[src/rleld_pkg.sv]
package rleld_pkg;

  typedef enum logic [1:0] {
    KIND_PIXEL   = 2'd0,
    KIND_HDR_OK  = 2'd1,
    KIND_HDR_BAD = 2'd2
  } kind_t;

  // header byte positions
  localparam logic [6:0] IDX_MFR         = 7'd0;
  localparam logic [6:0] IDX_ENC         = 7'd2;
  localparam logic [6:0] IDX_BPP         = 7'd3;
  localparam logic [6:0] IDX_COORD_FIRST = 7'd4;
  localparam logic [6:0] IDX_COORD_LAST  = 7'd11;
  localparam logic [6:0] IDX_PLANES      = 7'd65;
  localparam logic [6:0] HDR_LAST        = 7'd127;

  localparam logic [7:0] MFR_ID   = 8'd10;
  localparam logic [7:0] ENC_RLE  = 8'd1;
  localparam logic [7:0] BPP_8    = 8'd8;
  localparam logic [7:0] PLANES_1 = 8'd1;

  localparam logic [16:0] WIDE_W_MIN = 17'd296;
  localparam logic [16:0] WIDE_W_MAX = 17'd320;
  localparam logic [16:0] WIDE_H_MIN = 17'd194;
  localparam logic [16:0] WIDE_H_MAX = 17'd200;
  localparam logic [16:0] SKIN_SIZE  = 17'd32;
  localparam int          SKIN_STRIDE = 32;

  localparam logic [1:0] RUN_MARK = 2'b11;

  typedef struct packed {
    logic       cap;
    logic [6:0] idx;
    logic [7:0] data;
  } hdr_ctl_t;

  typedef struct packed {
    logic        ok;
    logic [16:0] width;
    logic [16:0] height;
  } hdr_stat_t;

endpackage

[src/rle_image_line_decoder_top.sv]
// Run-length image decoder for 8-bit single-plane files. Bytes arrive on the
// input channel; the first 128 form the header, whose last byte yields one
// accept or reject word. After an accepted header each literal byte yields
// one pixel word and each run marker plus value byte yields up to 63 pixel
// words, cut at the end of the row, each carrying row * stride + column.
// An input byte that causes pixels first forms the row base with the single
// multiplier in S_BASE, then yields one pixel per cycle from the shared
// address adder in S_EMIT, whenever out_stall does not hold a finished word;
// the last header byte passes through S_HCHK for the size check before its
// accept or reject word is formed. The input is stalled while a byte is
// being expanded or the header is checked; a finished word may wait in the
// output register while the next byte is taken. The skin mode bit (written
// from cfg_wr_data on cfg_wr_en) selects a 32x32 canvas (stride 32) or the
// wide canvas (stride CANVAS_WIDTH); the user is to write it only while idle,
// and the block itself does not enforce this.
module rle_image_line_decoder_top #(
  parameter int CANVAS_WIDTH = 320
) (
  input  logic        clk,
  input  logic        rst_n,
  input  logic        cfg_wr_en,
  input  logic        cfg_wr_data,
  input  logic        in_valid,
  output logic        in_stall,
  input  logic [7:0]  in_data_byte,
  input  logic        in_start_image,
  output logic        out_valid,
  input  logic        out_stall,
  output logic [1:0]  out_kind,
  output logic [7:0]  out_pixel,
  output logic [15:0] out_address,
  output logic        out_last,
  output logic        out_image_done
);

  localparam int SW = $clog2(CANVAS_WIDTH + 1);
  localparam int PW = SW + 8;

  typedef enum logic [2:0] {S_IDLE, S_HCHK, S_BASE, S_EMIT} state_t;
  typedef enum logic [1:0] {PH_HEADER, PH_DATA, PH_DONE} phase_t;

  state_t               state_r, state_nxt;
  phase_t               phase_r, phase_nxt;
  logic [6:0]           hcount_r, hcount_nxt;
  logic                 mode_r;
  logic                 run_pend_r, run_pend_nxt;
  logic [5:0]           run_len_r, run_len_nxt;
  logic [7:0]           row_r, row_nxt;
  logic [9:0]           col_r, col_nxt;
  logic [5:0]           cnt_r, cnt_nxt;
  logic [7:0]           value_r, value_nxt;
  logic [15:0]          rowbase_r, rowbase_nxt;
  logic [16:0]          width_r, width_nxt;
  logic [16:0]          height_r, height_nxt;

  logic                 out_valid_r, out_valid_nxt;
  rleld_pkg::kind_t     out_kind_r, out_kind_nxt;
  logic [7:0]           out_pixel_r, out_pixel_nxt;
  logic [15:0]          out_address_r, out_address_nxt;
  logic                 out_last_r, out_last_nxt;
  logic                 out_done_r, out_done_nxt;

  rleld_pkg::hdr_ctl_t  hdr_ctl;
  rleld_pkg::hdr_stat_t hdr_stat;

  logic                 slot_free;
  logic                 in_acc;
  phase_t               eff_phase;
  logic [6:0]           eff_idx;
  logic [SW-1:0]        stride;
  logic [PW-1:0]        prod;
  logic [10:0]          col_inc;
  logic [7:0]           row_inc;
  logic                 line_end;
  logic                 img_end;
  logic                 pix_last;

  rleld_hdr u_hdr (
    .clk   (clk),
    .rst_n (rst_n),
    .mode  (mode_r),
    .ctl   (hdr_ctl),
    .stat  (hdr_stat)
  );

  assign slot_free = !out_valid_r || !out_stall;
  assign in_acc    = in_valid && state_r == S_IDLE;
  assign eff_phase = in_start_image ? PH_HEADER : phase_r;
  assign eff_idx   = in_start_image ? 7'd0 : hcount_r;

  assign hdr_ctl.cap  = in_acc && eff_phase == PH_HEADER;
  assign hdr_ctl.idx  = eff_idx;
  assign hdr_ctl.data = in_data_byte;

  assign stride   = mode_r ? SW'(rleld_pkg::SKIN_STRIDE) : SW'(CANVAS_WIDTH);
  assign prod     = row_r * stride;
  assign col_inc  = {1'b0, col_r} + 11'd1;
  assign row_inc  = row_r + 8'd1;
  assign line_end = 17'(col_inc) >= width_r;
  assign img_end  = line_end && 17'(row_inc) >= height_r;
  assign pix_last = cnt_r == 6'd1 || line_end;

  always_comb begin
    state_nxt       = state_r;
    phase_nxt       = phase_r;
    hcount_nxt      = hcount_r;
    run_pend_nxt    = run_pend_r;
    run_len_nxt     = run_len_r;
    row_nxt         = row_r;
    col_nxt         = col_r;
    cnt_nxt         = cnt_r;
    value_nxt       = value_r;
    rowbase_nxt     = rowbase_r;
    width_nxt       = width_r;
    height_nxt      = height_r;
    out_valid_nxt   = out_valid_r && out_stall;
    out_kind_nxt    = out_kind_r;
    out_pixel_nxt   = out_pixel_r;
    out_address_nxt = out_address_r;
    out_last_nxt    = out_last_r;
    out_done_nxt    = out_done_r;

    case (state_r)
      S_IDLE: begin
        if (in_valid) begin
          if (in_start_image) begin
            phase_nxt    = PH_HEADER;
            hcount_nxt   = '0;
            run_pend_nxt = 1'b0;
            run_len_nxt  = '0;
            row_nxt      = '0;
            col_nxt      = '0;
          end
          case (eff_phase)
            PH_HEADER: begin
              if (eff_idx == rleld_pkg::HDR_LAST) begin
                hcount_nxt   = '0;
                row_nxt      = '0;
                col_nxt      = '0;
                run_pend_nxt = 1'b0;
                state_nxt    = S_HCHK;
              end else begin
                hcount_nxt = eff_idx + 7'd1;
              end
            end
            PH_DATA: begin
              if (run_pend_r) begin
                run_pend_nxt = 1'b0;
                value_nxt    = in_data_byte;
                cnt_nxt      = run_len_r;
                if (run_len_r != 6'd0) begin
                  state_nxt = S_BASE;
                end
              end else if (in_data_byte[7:6] == rleld_pkg::RUN_MARK) begin
                run_pend_nxt = 1'b1;
                run_len_nxt  = in_data_byte[5:0];
              end else begin
                value_nxt = in_data_byte;
                cnt_nxt   = 6'd1;
                state_nxt = S_BASE;
              end
            end
            default: begin
            end
          endcase
        end
      end
      S_HCHK: begin
        width_nxt  = hdr_stat.width;
        height_nxt = hdr_stat.height;
        if (slot_free) begin
          out_valid_nxt   = 1'b1;
          out_kind_nxt    = hdr_stat.ok ? rleld_pkg::KIND_HDR_OK : rleld_pkg::KIND_HDR_BAD;
          out_pixel_nxt   = '0;
          out_address_nxt = '0;
          out_last_nxt    = 1'b1;
          out_done_nxt    = 1'b0;
          phase_nxt       = hdr_stat.ok ? PH_DATA : PH_DONE;
          state_nxt       = S_IDLE;
        end
      end
      S_BASE: begin
        rowbase_nxt = 16'(prod);
        state_nxt   = S_EMIT;
      end
      S_EMIT: begin
        if (slot_free) begin
          out_valid_nxt   = 1'b1;
          out_kind_nxt    = rleld_pkg::KIND_PIXEL;
          out_pixel_nxt   = value_r;
          out_address_nxt = rowbase_r + 16'(col_r);
          out_last_nxt    = pix_last;
          out_done_nxt    = img_end;
          if (line_end) begin
            col_nxt = '0;
            row_nxt = row_inc;
          end else begin
            col_nxt = col_inc[9:0];
          end
          if (img_end) begin
            phase_nxt = PH_DONE;
          end
          if (pix_last) begin
            state_nxt = S_IDLE;
          end else begin
            cnt_nxt = cnt_r - 6'd1;
          end
        end
      end
      default: begin
        state_nxt = S_IDLE;
      end
    endcase
  end

  always_ff @(posedge clk) begin
    if (!rst_n) begin
      state_r     <= S_IDLE;
      phase_r     <= PH_HEADER;
      hcount_r    <= '0;
      mode_r      <= 1'b0;
      run_pend_r  <= 1'b0;
      run_len_r   <= '0;
      row_r       <= '0;
      col_r       <= '0;
      cnt_r       <= '0;
      width_r     <= '0;
      height_r    <= '0;
      out_valid_r <= 1'b0;
    end else begin
      state_r     <= state_nxt;
      phase_r     <= phase_nxt;
      hcount_r    <= hcount_nxt;
      if (cfg_wr_en) begin
        mode_r <= cfg_wr_data;
      end
      run_pend_r  <= run_pend_nxt;
      run_len_r   <= run_len_nxt;
      row_r       <= row_nxt;
      col_r       <= col_nxt;
      cnt_r       <= cnt_nxt;
      width_r     <= width_nxt;
      height_r    <= height_nxt;
      out_valid_r <= out_valid_nxt;
    end
    value_r       <= value_nxt;
    rowbase_r     <= rowbase_nxt;
    out_kind_r    <= out_kind_nxt;
    out_pixel_r   <= out_pixel_nxt;
    out_address_r <= out_address_nxt;
    out_last_r    <= out_last_nxt;
    out_done_r    <= out_done_nxt;
  end

  assign in_stall       = state_r != S_IDLE;
  assign out_valid      = out_valid_r;
  assign out_kind       = out_kind_r;
  assign out_pixel      = out_pixel_r;
  assign out_address    = out_address_r;
  assign out_last       = out_last_r;
  assign out_image_done = out_done_r;

`ifndef SYNTHESIS
  a_hdr_word_last: assert property (@(posedge clk) disable iff (!rst_n)
    out_valid_r && out_kind_r != rleld_pkg::KIND_PIXEL |-> out_last_r)
    else $error("header word without last");

  a_done_is_last: assert property (@(posedge clk) disable iff (!rst_n)
    out_valid_r && out_done_r |-> out_last_r)
    else $error("image done without last");

  a_col_in_line: assert property (@(posedge clk) disable iff (!rst_n)
    state_r == S_EMIT |-> 17'(col_r) < width_r)
    else $error("column beyond image width");

  a_emit_count: assert property (@(posedge clk) disable iff (!rst_n)
    state_r == S_EMIT || state_r == S_BASE |-> cnt_r != 6'd0)
    else $error("expanding with zero count");

  a_emit_to_idle: assert property (@(posedge clk) disable iff (!rst_n)
    state_r == S_EMIT && slot_free && pix_last |=> state_r == S_IDLE && out_last_r)
    else $error("final pixel did not end expansion");
`endif

endmodule

[src/rleld_hdr.sv]
module rleld_hdr (
  input  logic                clk,
  input  logic                rst_n,
  input  logic                mode,
  input  rleld_pkg::hdr_ctl_t ctl,
  output rleld_pkg::hdr_stat_t stat
);

  logic [7:0]  hb_r    [4];
  logic [15:0] coord_r [4];
  logic [6:0]  off;
  logic [1:0]  k;
  logic        fields_ok;
  logic        size_ok;

  assign off = ctl.idx - rleld_pkg::IDX_COORD_FIRST;
  assign k   = off[2:1];

  always_ff @(posedge clk) begin
    if (!rst_n) begin
      for (int i = 0; i < 4; i++) begin
        hb_r[i]    <= '0;
        coord_r[i] <= '0;
      end
    end else if (ctl.cap) begin
      if (ctl.idx == rleld_pkg::IDX_MFR) begin
        hb_r[0] <= ctl.data;
      end else if (ctl.idx == rleld_pkg::IDX_ENC) begin
        hb_r[1] <= ctl.data;
      end else if (ctl.idx == rleld_pkg::IDX_BPP) begin
        hb_r[2] <= ctl.data;
      end else if (ctl.idx == rleld_pkg::IDX_PLANES) begin
        hb_r[3] <= ctl.data;
      end else if (ctl.idx >= rleld_pkg::IDX_COORD_FIRST &&
                   ctl.idx <= rleld_pkg::IDX_COORD_LAST) begin
        if (!ctl.idx[0]) begin
          coord_r[k][7:0] <= ctl.data;
        end else begin
          coord_r[k][15:8] <= ctl.data;
        end
      end
    end
  end

  // sizes wrap in 17 bits so inverted corners fail the range check
  assign stat.width  = {1'b0, coord_r[2]} - {1'b0, coord_r[0]} + 17'd1;
  assign stat.height = {1'b0, coord_r[3]} - {1'b0, coord_r[1]} + 17'd1;

  assign fields_ok = hb_r[0] == rleld_pkg::MFR_ID && hb_r[1] == rleld_pkg::ENC_RLE &&
                     hb_r[2] == rleld_pkg::BPP_8 && hb_r[3] == rleld_pkg::PLANES_1;

  always_comb begin
    if (mode) begin
      size_ok = stat.width == rleld_pkg::SKIN_SIZE && stat.height == rleld_pkg::SKIN_SIZE;
    end else begin
      size_ok = stat.width >= rleld_pkg::WIDE_W_MIN && stat.width <= rleld_pkg::WIDE_W_MAX &&
                stat.height >= rleld_pkg::WIDE_H_MIN && stat.height <= rleld_pkg::WIDE_H_MAX;
    end
  end

  assign stat.ok = fields_ok && size_ok;

endmodule

[config.mk]
export PLATFORM = sky130hd
export DESIGN_NAME = rle_image_line_decoder_top
export DESIGN_NICKNAME = d
export VERILOG_FILES = /design/src/rleld_pkg.sv /design/src/rle_image_line_decoder_top.sv /design/src/rleld_hdr.sv
export SDC_FILE = /design/constraint.sdc
export NUM_CORES = 1
export LEC_CHECK = 0
export BUFFER_PORTS_ARGS = -buffer_cell sky130_fd_sc_hd__buf_2
export CORE_ASPECT_RATIO = 1.5
export CORE_MARGIN = 3
export CORE_UTILIZATION = 45
export DETAILED_ROUTE_END_ITERATION = 8
export HOLD_SLACK_MARGIN = 0.15
export PLACE_DENSITY = 0.73
export SLEW_MARGIN = 25
export SYNTH_ARGS = -nofsm -noshare
export SYNTH_HDL_FRONTEND = slang
export SYNTH_HIERARCHICAL = 1
export SYNTH_SLANG_ARGS = --single-unit
[constraint.sdc]
create_clock -name clk -period 3.75 [get_ports clk]
set_input_delay 0.75 -clock clk [delete_from_list [all_inputs] [get_ports clk]]
set_output_delay 0.75 -clock clk [all_outputs]
set_load 0.01 [all_outputs]
---- Word-level counts from Yosys, hierarchy flattened ----
Memories as Yosys holds them, arrays and structs flattened.
Index checks and enable logic that the tools add are counted.
word-level totals
  register bits ........................... 131
  memory bits (writable) .................. 96
  input port bits ......................... 15
  word-level logic and storage cells ...... 227
  memories ................................ 2
operators by class
  add/subtract/negate cells ............... 10
  $mul .................................... 1
  $lt $le $gt $ge ......................... 8
  equal/unequal tests ..................... 30
  mux-type cells .......................... 118
  bitwise operators ....................... 4
  reduce and logical (&&, ||, !) cells .... 35
memory list
  memory         depth  bits a word  read ports  clocked after Yosys merged registers in  write ports  line             source
  u_hdr.coord_r  4      16           4           0                                        4            rleld_hdr.sv:10  logic [15:0] coord_r [4];
  u_hdr.hb_r     4      8            4           0                                        4            rleld_hdr.sv:9   logic [7:0] hb_r [4];
operators with widths
  cell                   count
  $mux 8                 14
  $mux 10                6
  $mux 6                 10
  $mux 1                 52
  $mux 16                3
  $add 17x1->17 const B  2
  $eq 17x6->1 const B    2
  $sub 16x16->17         2
  $pmux 16 s2            1
  $pmux 8 s2             2
  $mux 3                 8
  $mux 7                 3
  $pmux 10 s2            1
  $mux 2                 9
  $ge 11x17->1           1
  $ge 17x8->1 const B    1
  $ge 17x9->1 const B    1
  $ge 8x17->1            1
  $le 17x8->1 const B    1
  $le 17x9->1 const B    1
  $add 16x10->16         1
  $eq 8x1->1 const B     2
  $eq 8x4->1 const B     2
  $mul 8x9->16           1
  other kinds (45)       79

---- Depth between registers and ports, before layout ----
Gate-level depths: netlist of the first run.
  depth after elaboration ................. 13
  depth in mapped cells ................... 19
  gate-level depth less buffers ........... 19

---- By module ----
Netlist of the first run, hierarchy kept.
by module, submodules not included
  module                      instances  cells an instance  area each (sq um)  sequential area each (sq um)
  rle_image_line_decoder_top  1          715                6,966.7            2,972.9
  rleld_hdr                   1          517                5,679.2            2,882.8

---- Worst setup path after synthesis of the first run ----
OpenSTA, ideal clock, no wires.
  path type ............................... reg2reg
  start point ............................. memory u_hdr.coord_r[0][1]
  end point ............................... register phase_r[1]
  setup time .............................. 0.115 ns
  arrival ................................. 3.650 ns
  path slack .............................. -0.015 ns
  stages on the path, launching flop included .. 19
  path buffers ............................ 0
  path through ............................ edfxtp_1 ha_1 inv_1 ha_1 inv_1 fa_1 nand2b_1 a21oi_1 xor2_1 nand2_1 or4_1 or3_1 a21oi_1 nand4b_1 nor4_2 a21oi_1 nor3_1 nor2_1 o21a_1
RTL lines
  what                  line                               source
  from (decl)           rleld_hdr.sv:10
  to (signal assigned)  rle_image_line_decoder_top.sv:232  phase_r <= phase_nxt;
  to (decl)             rle_image_line_decoder_top.sv:43   phase_t phase_r, phase_nxt;

==> summary.md, run 1 <==
| Metric | Value |
|---|---|
| Status | `finished with violations` |
| Failing checks | `setup timing` |
| Fin. Hold Viols | `0` |
| Period minus WS final | `around 3.9 ns` |
| WP buf/inv | `4` |
| Area Overhead vs Synth | `13.89%` |
| Iteration-0 DRC Markers | `563` |
| Setup violators final | `4` |
| Die Wd | `142.9 um` |
| Worst Slack Setup Final | `-0.1870 ns` |
| Skew final | `0.01186 ns` |
| Critical-path cell list | `ha_1 > inv_1 > ha_2 > inv_2 > fa_2 > buf_6 > xnor2_4 > o2bb2ai_2 > a22o_1 > nand3_2 > or4_4 > or3_4 > a21oi_2 > nand4b_1 > nor4_2 > buf_4 > a21oi_2 > nor3_2 > nor2_1 > o21a_1` |
| Die height | `~210 um` |
| Sw power | `2205 uW` |
| # DRC | `0` |
| PortBufs | `44` |
| CTS Hold Bufs | `0` |
| GRT Util Overall | `0.1890` |
| Worst setup EP type | `flop` |
| Top post-synthesis cells by area | `edfxtp_1, dfxtp_1, ha_1, nor2_1, mux2i_1` |
| Initial antenna violation count | `0` |
| Post-synthesis register bit count | `221` |
| Core Box Area | `approximately 0.027 mm^2` |
| Row cnt | `74` |
| Post-DP HPWL | `21420 um` |
| Via count | `9237` |
| Syn Std Cell Area | `0.01265 mm^2` |
| FF+latch area | `approximately 0.0059 mm^2` |
| Total grt overflow | `0` |
| First-pass GRT wire length | `between 40000 and 50000 um` |
| Finished Core Util | `0.5238` |
| Ys Warns | `6` |
| Max-cap violations | `0` |
| PD cells | `approximately 490 mW/mm^2` |
| Crit path launch type | `flop` |
| CTS tree | `done` |
| Clock Power Share | `0.290` |
| Layout cell share with drive strength beyond 1 | `0.1324` |
| Max Buffers Root-to-Sink | `3` |
| Final wirelength | `roughly 28000 um` |
| Crit Path Class | `flop to flop` |
| Actual slew at the worst max-slew pin | `around 0.7 ns` |
| Cell count after synthesis | `~1200` |
| Die area | `0.03019 mm^2` |
| Initial core utilization | `0.4599` |
| Most frequent cells in the layout | `edfxtp_1, nor2_1, ha_1, inv_1` |
| Sw Share | `0.3120` |
| Worst skew pair latency | `0.51 ns` |
| Fmax achieved | `254.0 MHz` |
| Leak | `between 0.006 and 0.007 uW` |
| Clock transition at path regs | `0.07 ns` |
| Most common cell after layout, fill and taps aside | `edfxtp_1` |
| Final period utilization | `1.050` |
| RSZ-0062 raised after global routing | `yes` |
| Drt first pass iters | `5` |
| ANT nets after route | `0` |
| Post-synth EDFFs | `roughly 140` |
| Slowest stage delay, CP | `between 0.4 and 0.5 ns` |
| Root buffer cell | `clkbuf_16` |
| Cell taking the most area after synthesis | `edfxtp_1` |
| Total CTS buffers | `21` |
| Fin Hold WS | `0.4610 ns` |
| IO Pins | `45` |
| Register area share after synthesis | `0.4630` |
| Hold Crit Class | `flop to flop` |
| Number of global-route vias before repair | `9227` |
| FILL cells | `about 2400` |
| CTS sink cnt | `around 220` |
| Worst IR drop on VDD | `0.3742 mV` |
| Comb pwr share | `0.274` |
| Diode count | `0` |
| Max-slew violations | `0` |
| Worst Path Max Fanout | `4` |
| Final net count | `1474` |
| Power Internal | `4862 uW` |
| Async set or reset register ratio after synthesis | `0` |
| Area occupied by multi-input gates | `roughly 0.0064 mm^2` |
| Synth top area share | `0.3396` |
| Placer Congestion | `0.8868` |
| Crit path top cell by count | `a21oi_2` |
| Cell family with most CP delay | `simple AND/OR/NAND/NOR gates` |
| Post-synthesis cell type count | `77` |
| Largest net degree at the start of global routing | `around 50` |
| Syn_area_per_cell | `around 10 um^2` |
| H-tree depth | `1` |
| CP max-delay cell | `or4_4` |
| DR WL/cell | `16.81 um` |
| Crit path DAT | `4.34 ns` |
| Relative slew slack | `0.5319` |
| Req. time, crit path | `4.16 ns` |
| Ys flop type | `edfxtp_1` |
| Via/cell ratio | `about 5.5` |
| Seq pwr share | `0.437` |
==> power by group through the flow <==
stage / Sequential [uW] / Combinational [uW] / Clock [uW]
2_1_floorplan: 3160 / 1180 / 0
3_3_place_gp: 3130 / 1820 / 0
3_5_place_dp: 3140 / 1850 / 0
4_1_cts: 3090 / 1880 / 2090
5_1_grt: 3120 / 2120 / 2180
6_report: 3090 / 1930 / 2050
==> worst paths after layout <==
check                           slack, ns                start  cells past startpoint          to
worst min register to register       0.46             cnt_r[4]                      2    cnt_r[4]
worst max-delay path                -0.19  u_hdr/coord_r[0][1]                     20  phase_r[1]
worst min-delay path                 0.46             cnt_r[4]                      2    cnt_r[4]
worst max register to register      -0.19  u_hdr/coord_r[0][1]                     20  phase_r[1]
==> registers in the layout (all words and copies together), names as in the netlist, 6 cells and up <==
name,cells
u_hdr/coord_r,64
u_hdr/hb_r,32
height_r,17
width_r,17
out_address,16
rowbase_r,11
col_r,10
out_pixel,8
row_r,8
value_r,8
hcount_r,7
cnt_r,6
run_len_r,6
==> stage by stage <==
step           worst slack [ns]  TNS, ns  std cells  power (uW)  cell area [um^2]
6_report                -0.1870  -0.3416       1686        7067             14400
4_1_cts                 -0.1850  -0.2889       1685        7067             14300
5_1_grt                 -0.3626   -1.050       1686        7421             14400
2_1_floorplan           0.06002        0       1235        4349             12660
3_3_place_gp            -0.1135  -0.1359       1642        4952             13580
3_5_place_dp            -0.2705  -0.5589       1642        4993             13580
==> layout make-up <==
cell class                 count  area share
clock buffer                  25     0.03822
clock inverter                13    0.007124
inverter                     110     0.02867
multi-input combinational    875      0.4427
sequential                   221      0.4066
tap                          342     0.02971
timing repair buffer         100     0.04700
==> Yosys cell counts (13+ instances only) <==
cell type,count
edfxtp_1,143
nor3_1,21
and3_1,14
inv_1,109
nand3_1,23
mux2i_1,45
a21oi_1,52
a21o_1,23
dfxtp_1,78
xor2_1,13
clkbuf_1,22
and2_1,56
nor2_1,142
ha_1,123
nand2b_1,13
xnor2_1,39
o21ai_0,33
nor2b_1,21
nand2_1,79
==> per-layer routing <==
layer / vias to the layer above / share of wire / global-route usage
met2: 187 / 0.55 / 0.3590
met5: - / 0 / 0
met3: 54 / 0.033 / 0.01672
li1: 4554 / - / -
met1: 4442 / 0.39 / 0.2187
met4: 0 / 0.029 / 0.06658
==> kinds of logic (layout without fill, tap and decap cells) <==
logic type,after synthesis,after routing,synth area share
other cells,2,5,0.0005939
xor+xnor,52,52,0.03601
compound gates,200,200,0.1067
buf+inv,139,248,0.04235
fa+ha+maj,130,130,0.1328
mux,45,45,0.03562
flops,221,221,0.4630
simple gates,443,443,0.1829
==> tightest hold or removal path, delay by kind of cell (launching register included) <==
kind	cells	cell delay (ns)
AOI/OAI and AO/OA	1	0.05
DFF	1	0.31
and+or+nand+nor	1	0.05
==> timing repair <==
item,in CTS,in global routing
setup endpoints to repair,4,8
setup buffers,5,0
pin swaps,1,0
resized for setup,9,18
hold endpoints to repair,0,0
Power figures use the tool's default switching activity.
==> run 2: changes to the inputs <==
- ABC_AREA: unset -> 1
- SLEW_MARGIN: 25 -> 20
==> run 2 against run 1 <==
The run now ends clean. Global-route usage shrank 0.21 points. Flip-flop and latch count is the same. Worst setup slack gained 0.52 ns. Cell count grew 30%. Critical endpoint unchanged. Critical path depth grew 6. Total power grew 19%. Via count grew 20%. Hold slack lost 0.018 ns. Sequential power grew 5%. Register-to-register slack gained 0.52 ns.
==> summary.md, run 2 <==
| Metric | Value |
|---|---|
| Top flop regs | `u_hdr/coord_r: 64 flops, u_hdr/hb_r: 32 flops (unchanged)` |
| Post-synthesis register bit count | `221 (unchanged)` |
| Fin. Hold Viols | `0 (unchanged)` |
| Max Buffers Root-to-Sink | `3 (unchanged)` |
| Register area share after synthesis | `0.4285 (was 0.4630)` |
| Initial antenna violation count | `0 (unchanged)` |
| Die area | `0.03254 mm^2 (was 0.03019 mm^2)` |
| Met2 usage | `0.3651 (was 0.3590)` |
| Cell count after synthesis | `1737 (was 1232)` |
| Worst skew pair latency | `0.53 ns (was 0.51 ns)` |
| Die Wd | `148.3 um (was 142.9 um)` |
| Period minus WS final | `3.414 ns (was 3.937 ns)` |
| Via/cell ratio | `5.040 (was 5.479)` |
| Total CTS buffers | `21 (unchanged)` |
| Total grt overflow | `0 (unchanged)` |
| Worst setup EP type | `flop (unchanged)` |
| GR Util met1 | `0.1946 (was 0.2187)` |
| Post-synth EDFFs | `143 (unchanged)` |
| Post-DP HPWL | `23890 um (was 21420 um)` |
| # DRC | `0 (unchanged)` |
| Most flops, register | `u_hdr/coord_r (unchanged)` |
| Final period utilization | `0.9105 (was 1.050)` |
| Cell taking the most area after synthesis | `edfxtp_1 (unchanged)` |
| Max-cap violations | `0 (unchanged)` |
| IO Pins | `45 (unchanged)` |
| Final net count | `1935 (was 1474)` |
| Relative slew slack | `0.4600 (was 0.5319)` |
| Most frequent cells in the layout | `nand2_1, inv_1, nor2_1, edfxtp_1, ha_1 (was edfxtp_1, nor2_1, ha_1, inv_1)` |
| Synth top area share | `0.3142 (was 0.3396)` |
| Worst Path Max Fanout | `4 (unchanged)` |
| Async set or reset register ratio after synthesis | `0 (unchanged)` |
| Hold Crit Class | `input port to flop (was flop to flop)` |
| RSZ-0062 raised after global routing | `no (was yes)` |
| PD cells | `558.2 mW/mm^2 (was 490.7 mW/mm^2)` |
| Setup violators final | `0 (was 4)` |
| Status | `finished, final reports clean (was finished with violations)` |
| Leak | `0.007063 uW (was 0.006078 uW)` |
| Initial core utilization | `0.4605 (was 0.4599)` |
| First-pass GRT wire length | `49890 um (was 46240 um)` |
| Placer Congestion | `0.9052 (was 0.8868)` |
| Ys flop type | `edfxtp_1 (unchanged)` |
| Post-synthesis cell type count | `50 (was 77)` |
| Crit path DAT | `3.83 ns (was 4.34 ns)` |
| Placed inst area | `0.01434 mm^2 (was 0.01358 mm^2)` |
| Crit Path Class | `flop to flop (unchanged)` |
| Crit path launch type | `flop (unchanged)` |
| Syn Std Cell Area | `0.01367 mm^2 (was 0.01265 mm^2)` |
| Row cnt | `77 (was 74)` |
| CTS sink cnt | `221 (unchanged)` |
| Final wirelength | `30590 um (was 28350 um)` |
| Via count | `11090 (was 9237)` |
| Req. time, crit path | `4.17 ns (was 4.16 ns)` |
| Count leader, synth | `nand2_1 (was edfxtp_1)` |
| Drt first pass iters | `5 (unchanged)` |
| Area Overhead vs Synth | `10.12% (was 13.89%)` |
| Number of flip-flops in the largest register | `64 (unchanged)` |
| Final Cell Area | `0.01505 mm^2 (was 0.01440 mm^2)` |
| Layout cell share with drive strength beyond 1 | `0.07922 (was 0.1324)` |
| Worst IR drop on VDD | `0.2846 mV (was 0.3742 mV)` |
| Largest net degree at the start of global routing | `68 (was 51)` |
| Top Usage Layer GRT | `met2 (unchanged)` |
| Diode count | `0 (unchanged)` |
| Max-slew violations | `0 (unchanged)` |
| H-tree depth | `1 (unchanged)` |
| Iteration-0 DRC Markers | `592 (was 563)` |
| Actual slew at the worst max-slew pin | `0.8091 ns (was 0.6968 ns)` |
| Skew final | `0.01931 ns (was 0.01186 ns)` |
| DR WL/cell | `13.90 um (was 16.81 um)` |
| Top cells by count, synth | `nand2_1, inv_1, nor2_1, edfxtp_1, ha_1 (was edfxtp_1, nor2_1, ha_1, inv_1, nand2_1)` |
| Root buffer cell | `clkbuf_16 (unchanged)` |
| Core Box Area | `0.02967 mm^2 (was 0.02750 mm^2)` |
| Number of global-route vias before repair | `10740 (was 9227)` |
| Most common cell after layout, fill and taps aside | `nand2_1 (was edfxtp_1)` |
| Syn_area_per_cell | `7.867 um^2 (was 10.26 um^2)` |
| Setup TNS | `0 ns (was -0.3416 ns)` |
| PortBufs | `44 (unchanged)` |
| Ys Warns | `6 (unchanged)` |
| Die height | `219.4 um (was 211.3 um)` |
| GRT met3 Usage | `0.02107 (was 0.01672)` |
| Clock transition at path regs | `0.06 ns (was 0.07 ns)` |
| ANT nets after route | `0 (unchanged)` |
| GRT Util Overall | `0.1869 (was 0.1890)` |
| Top post-synthesis cells by area | `edfxtp_1, dfxtp_1, ha_1, nand2_1, inv_1 (was edfxtp_1, dfxtp_1, ha_1, nor2_1, mux2i_1)` |
| CTS tree | `done (unchanged)` |
| Fmax achieved | `292.9 MHz (was 254.0 MHz)` |
run 2: changes by cell type after synthesis, moves of 15 or more:
cell / delta
a21o_1: -23
a21oi_1: +51
and2_1: -52
inv_1: +200
mux2i_1: -45
nand2_1: +272
nand3_1: +70
nand4_1: +15
nor2_1: +126
nor2b_1: -21
o21ai_0: +32
xnor2_1: -33
run 2: final cells by class:
cell class,count,area [um^2]
well taps,395,494.2
multi-input cells,1174,6492
flip-flops and latches,221,5857
repair buffers,59,332.8
fillers,2842,14630
clock buffers,23,533.0
clock inverters,15,163.9
inverters,313,1175
run 2: worst max-delay path: stages, from the launching register on:
cell,delay (ns)
edfxtp_1,0.36
inv_1,0.06
ha_1,0.22
inv_1,0.06
ha_1,0.18
inv_1,0.07
fa_1,0.38
inv_1,0.10
nand3_1,0.10
nand2_2,0.11
nand2_1,0.07
nand2_1,0.08
nand2_1,0.07
nand2_1,0.06
nand2_1,0.05
nand2_1,0.09
nand2_2,0.07
nor2_2,0.15
nand2_1,0.06
nor2_1,0.14
nand4_1,0.12
a21oi_2,0.23
o21ai_0,0.11
a21oi_1,0.15
nand3_1,0.08
nand2_1,0.08
nor2_1,0.04
run 2: worst paths after layout:
path | startpoint | cells after the start | slack [ns] | end
worst min-delay path | in_data_byte[6] | 1 | 0.44 | value_r[6]
worst min register to register | run_len_r[0] | 2 | 0.46 | run_len_r[0]
worst max-delay path | u_hdr/coord_r[2][1] | 26 | 0.34 | phase_r[1]
worst max register to register | u_hdr/coord_r[2][1] | 26 | 0.34 | phase_r[1]
run 2: kinds of logic after synthesis:
group / after synthesis / share of synthesized area
simple gates: 814 / 0.2544
buf+inv: 345 / 0.09806
flops: 221 / 0.4285
compound gates: 198 / 0.07828
fa+ha+maj: 130 / 0.1229
xor+xnor: 27 / 0.01730
other cells: 2 / 0.0005496
run 2: what timing repair did:
item / 4_1_cts / 5_1_grt
setup buffers: 0 / 0
hold buffers: 0 / 0
resized for setup: 0 / 3
setup endpoints to repair: 0 / 4
run 2: report_power, final:
part	switching [uW]	leakage (uW)	internal, uW
combinational	1990	0.00466	1000
sequential	178	0.00206	3050
clock	934	0.000341	1250
run 2: per-layer routing:
layer | up-vias | wire [um] | share of wire
met3 | 80 | 977 | 0.032
met2 | 207 | 16540 | 0.54
met1 | 5107 | 11580 | 0.38
met5 | - | 0 | 0
met4 | 0 | 1487 | 0.049
li1 | 5695 | - | -
run 2: stage by stage:
stage	instances	power, uW	utilization	hold WS (ns)	worst slack [ns]
2_1_floorplan	1740	5487	-	0.4286	0.4579
3_3_place_gp	2162	6153	0.4833	0.4406	0.2280
3_5_place_dp	2162	6238	0.4833	0.4437	0.1553
4_1_cts	2200	8435	0.5068	0.4247	0.1613
5_1_grt	2200	8977	0.5071	0.4328	0.007345
6_report	2200	8400	0.5071	0.4433	0.3358
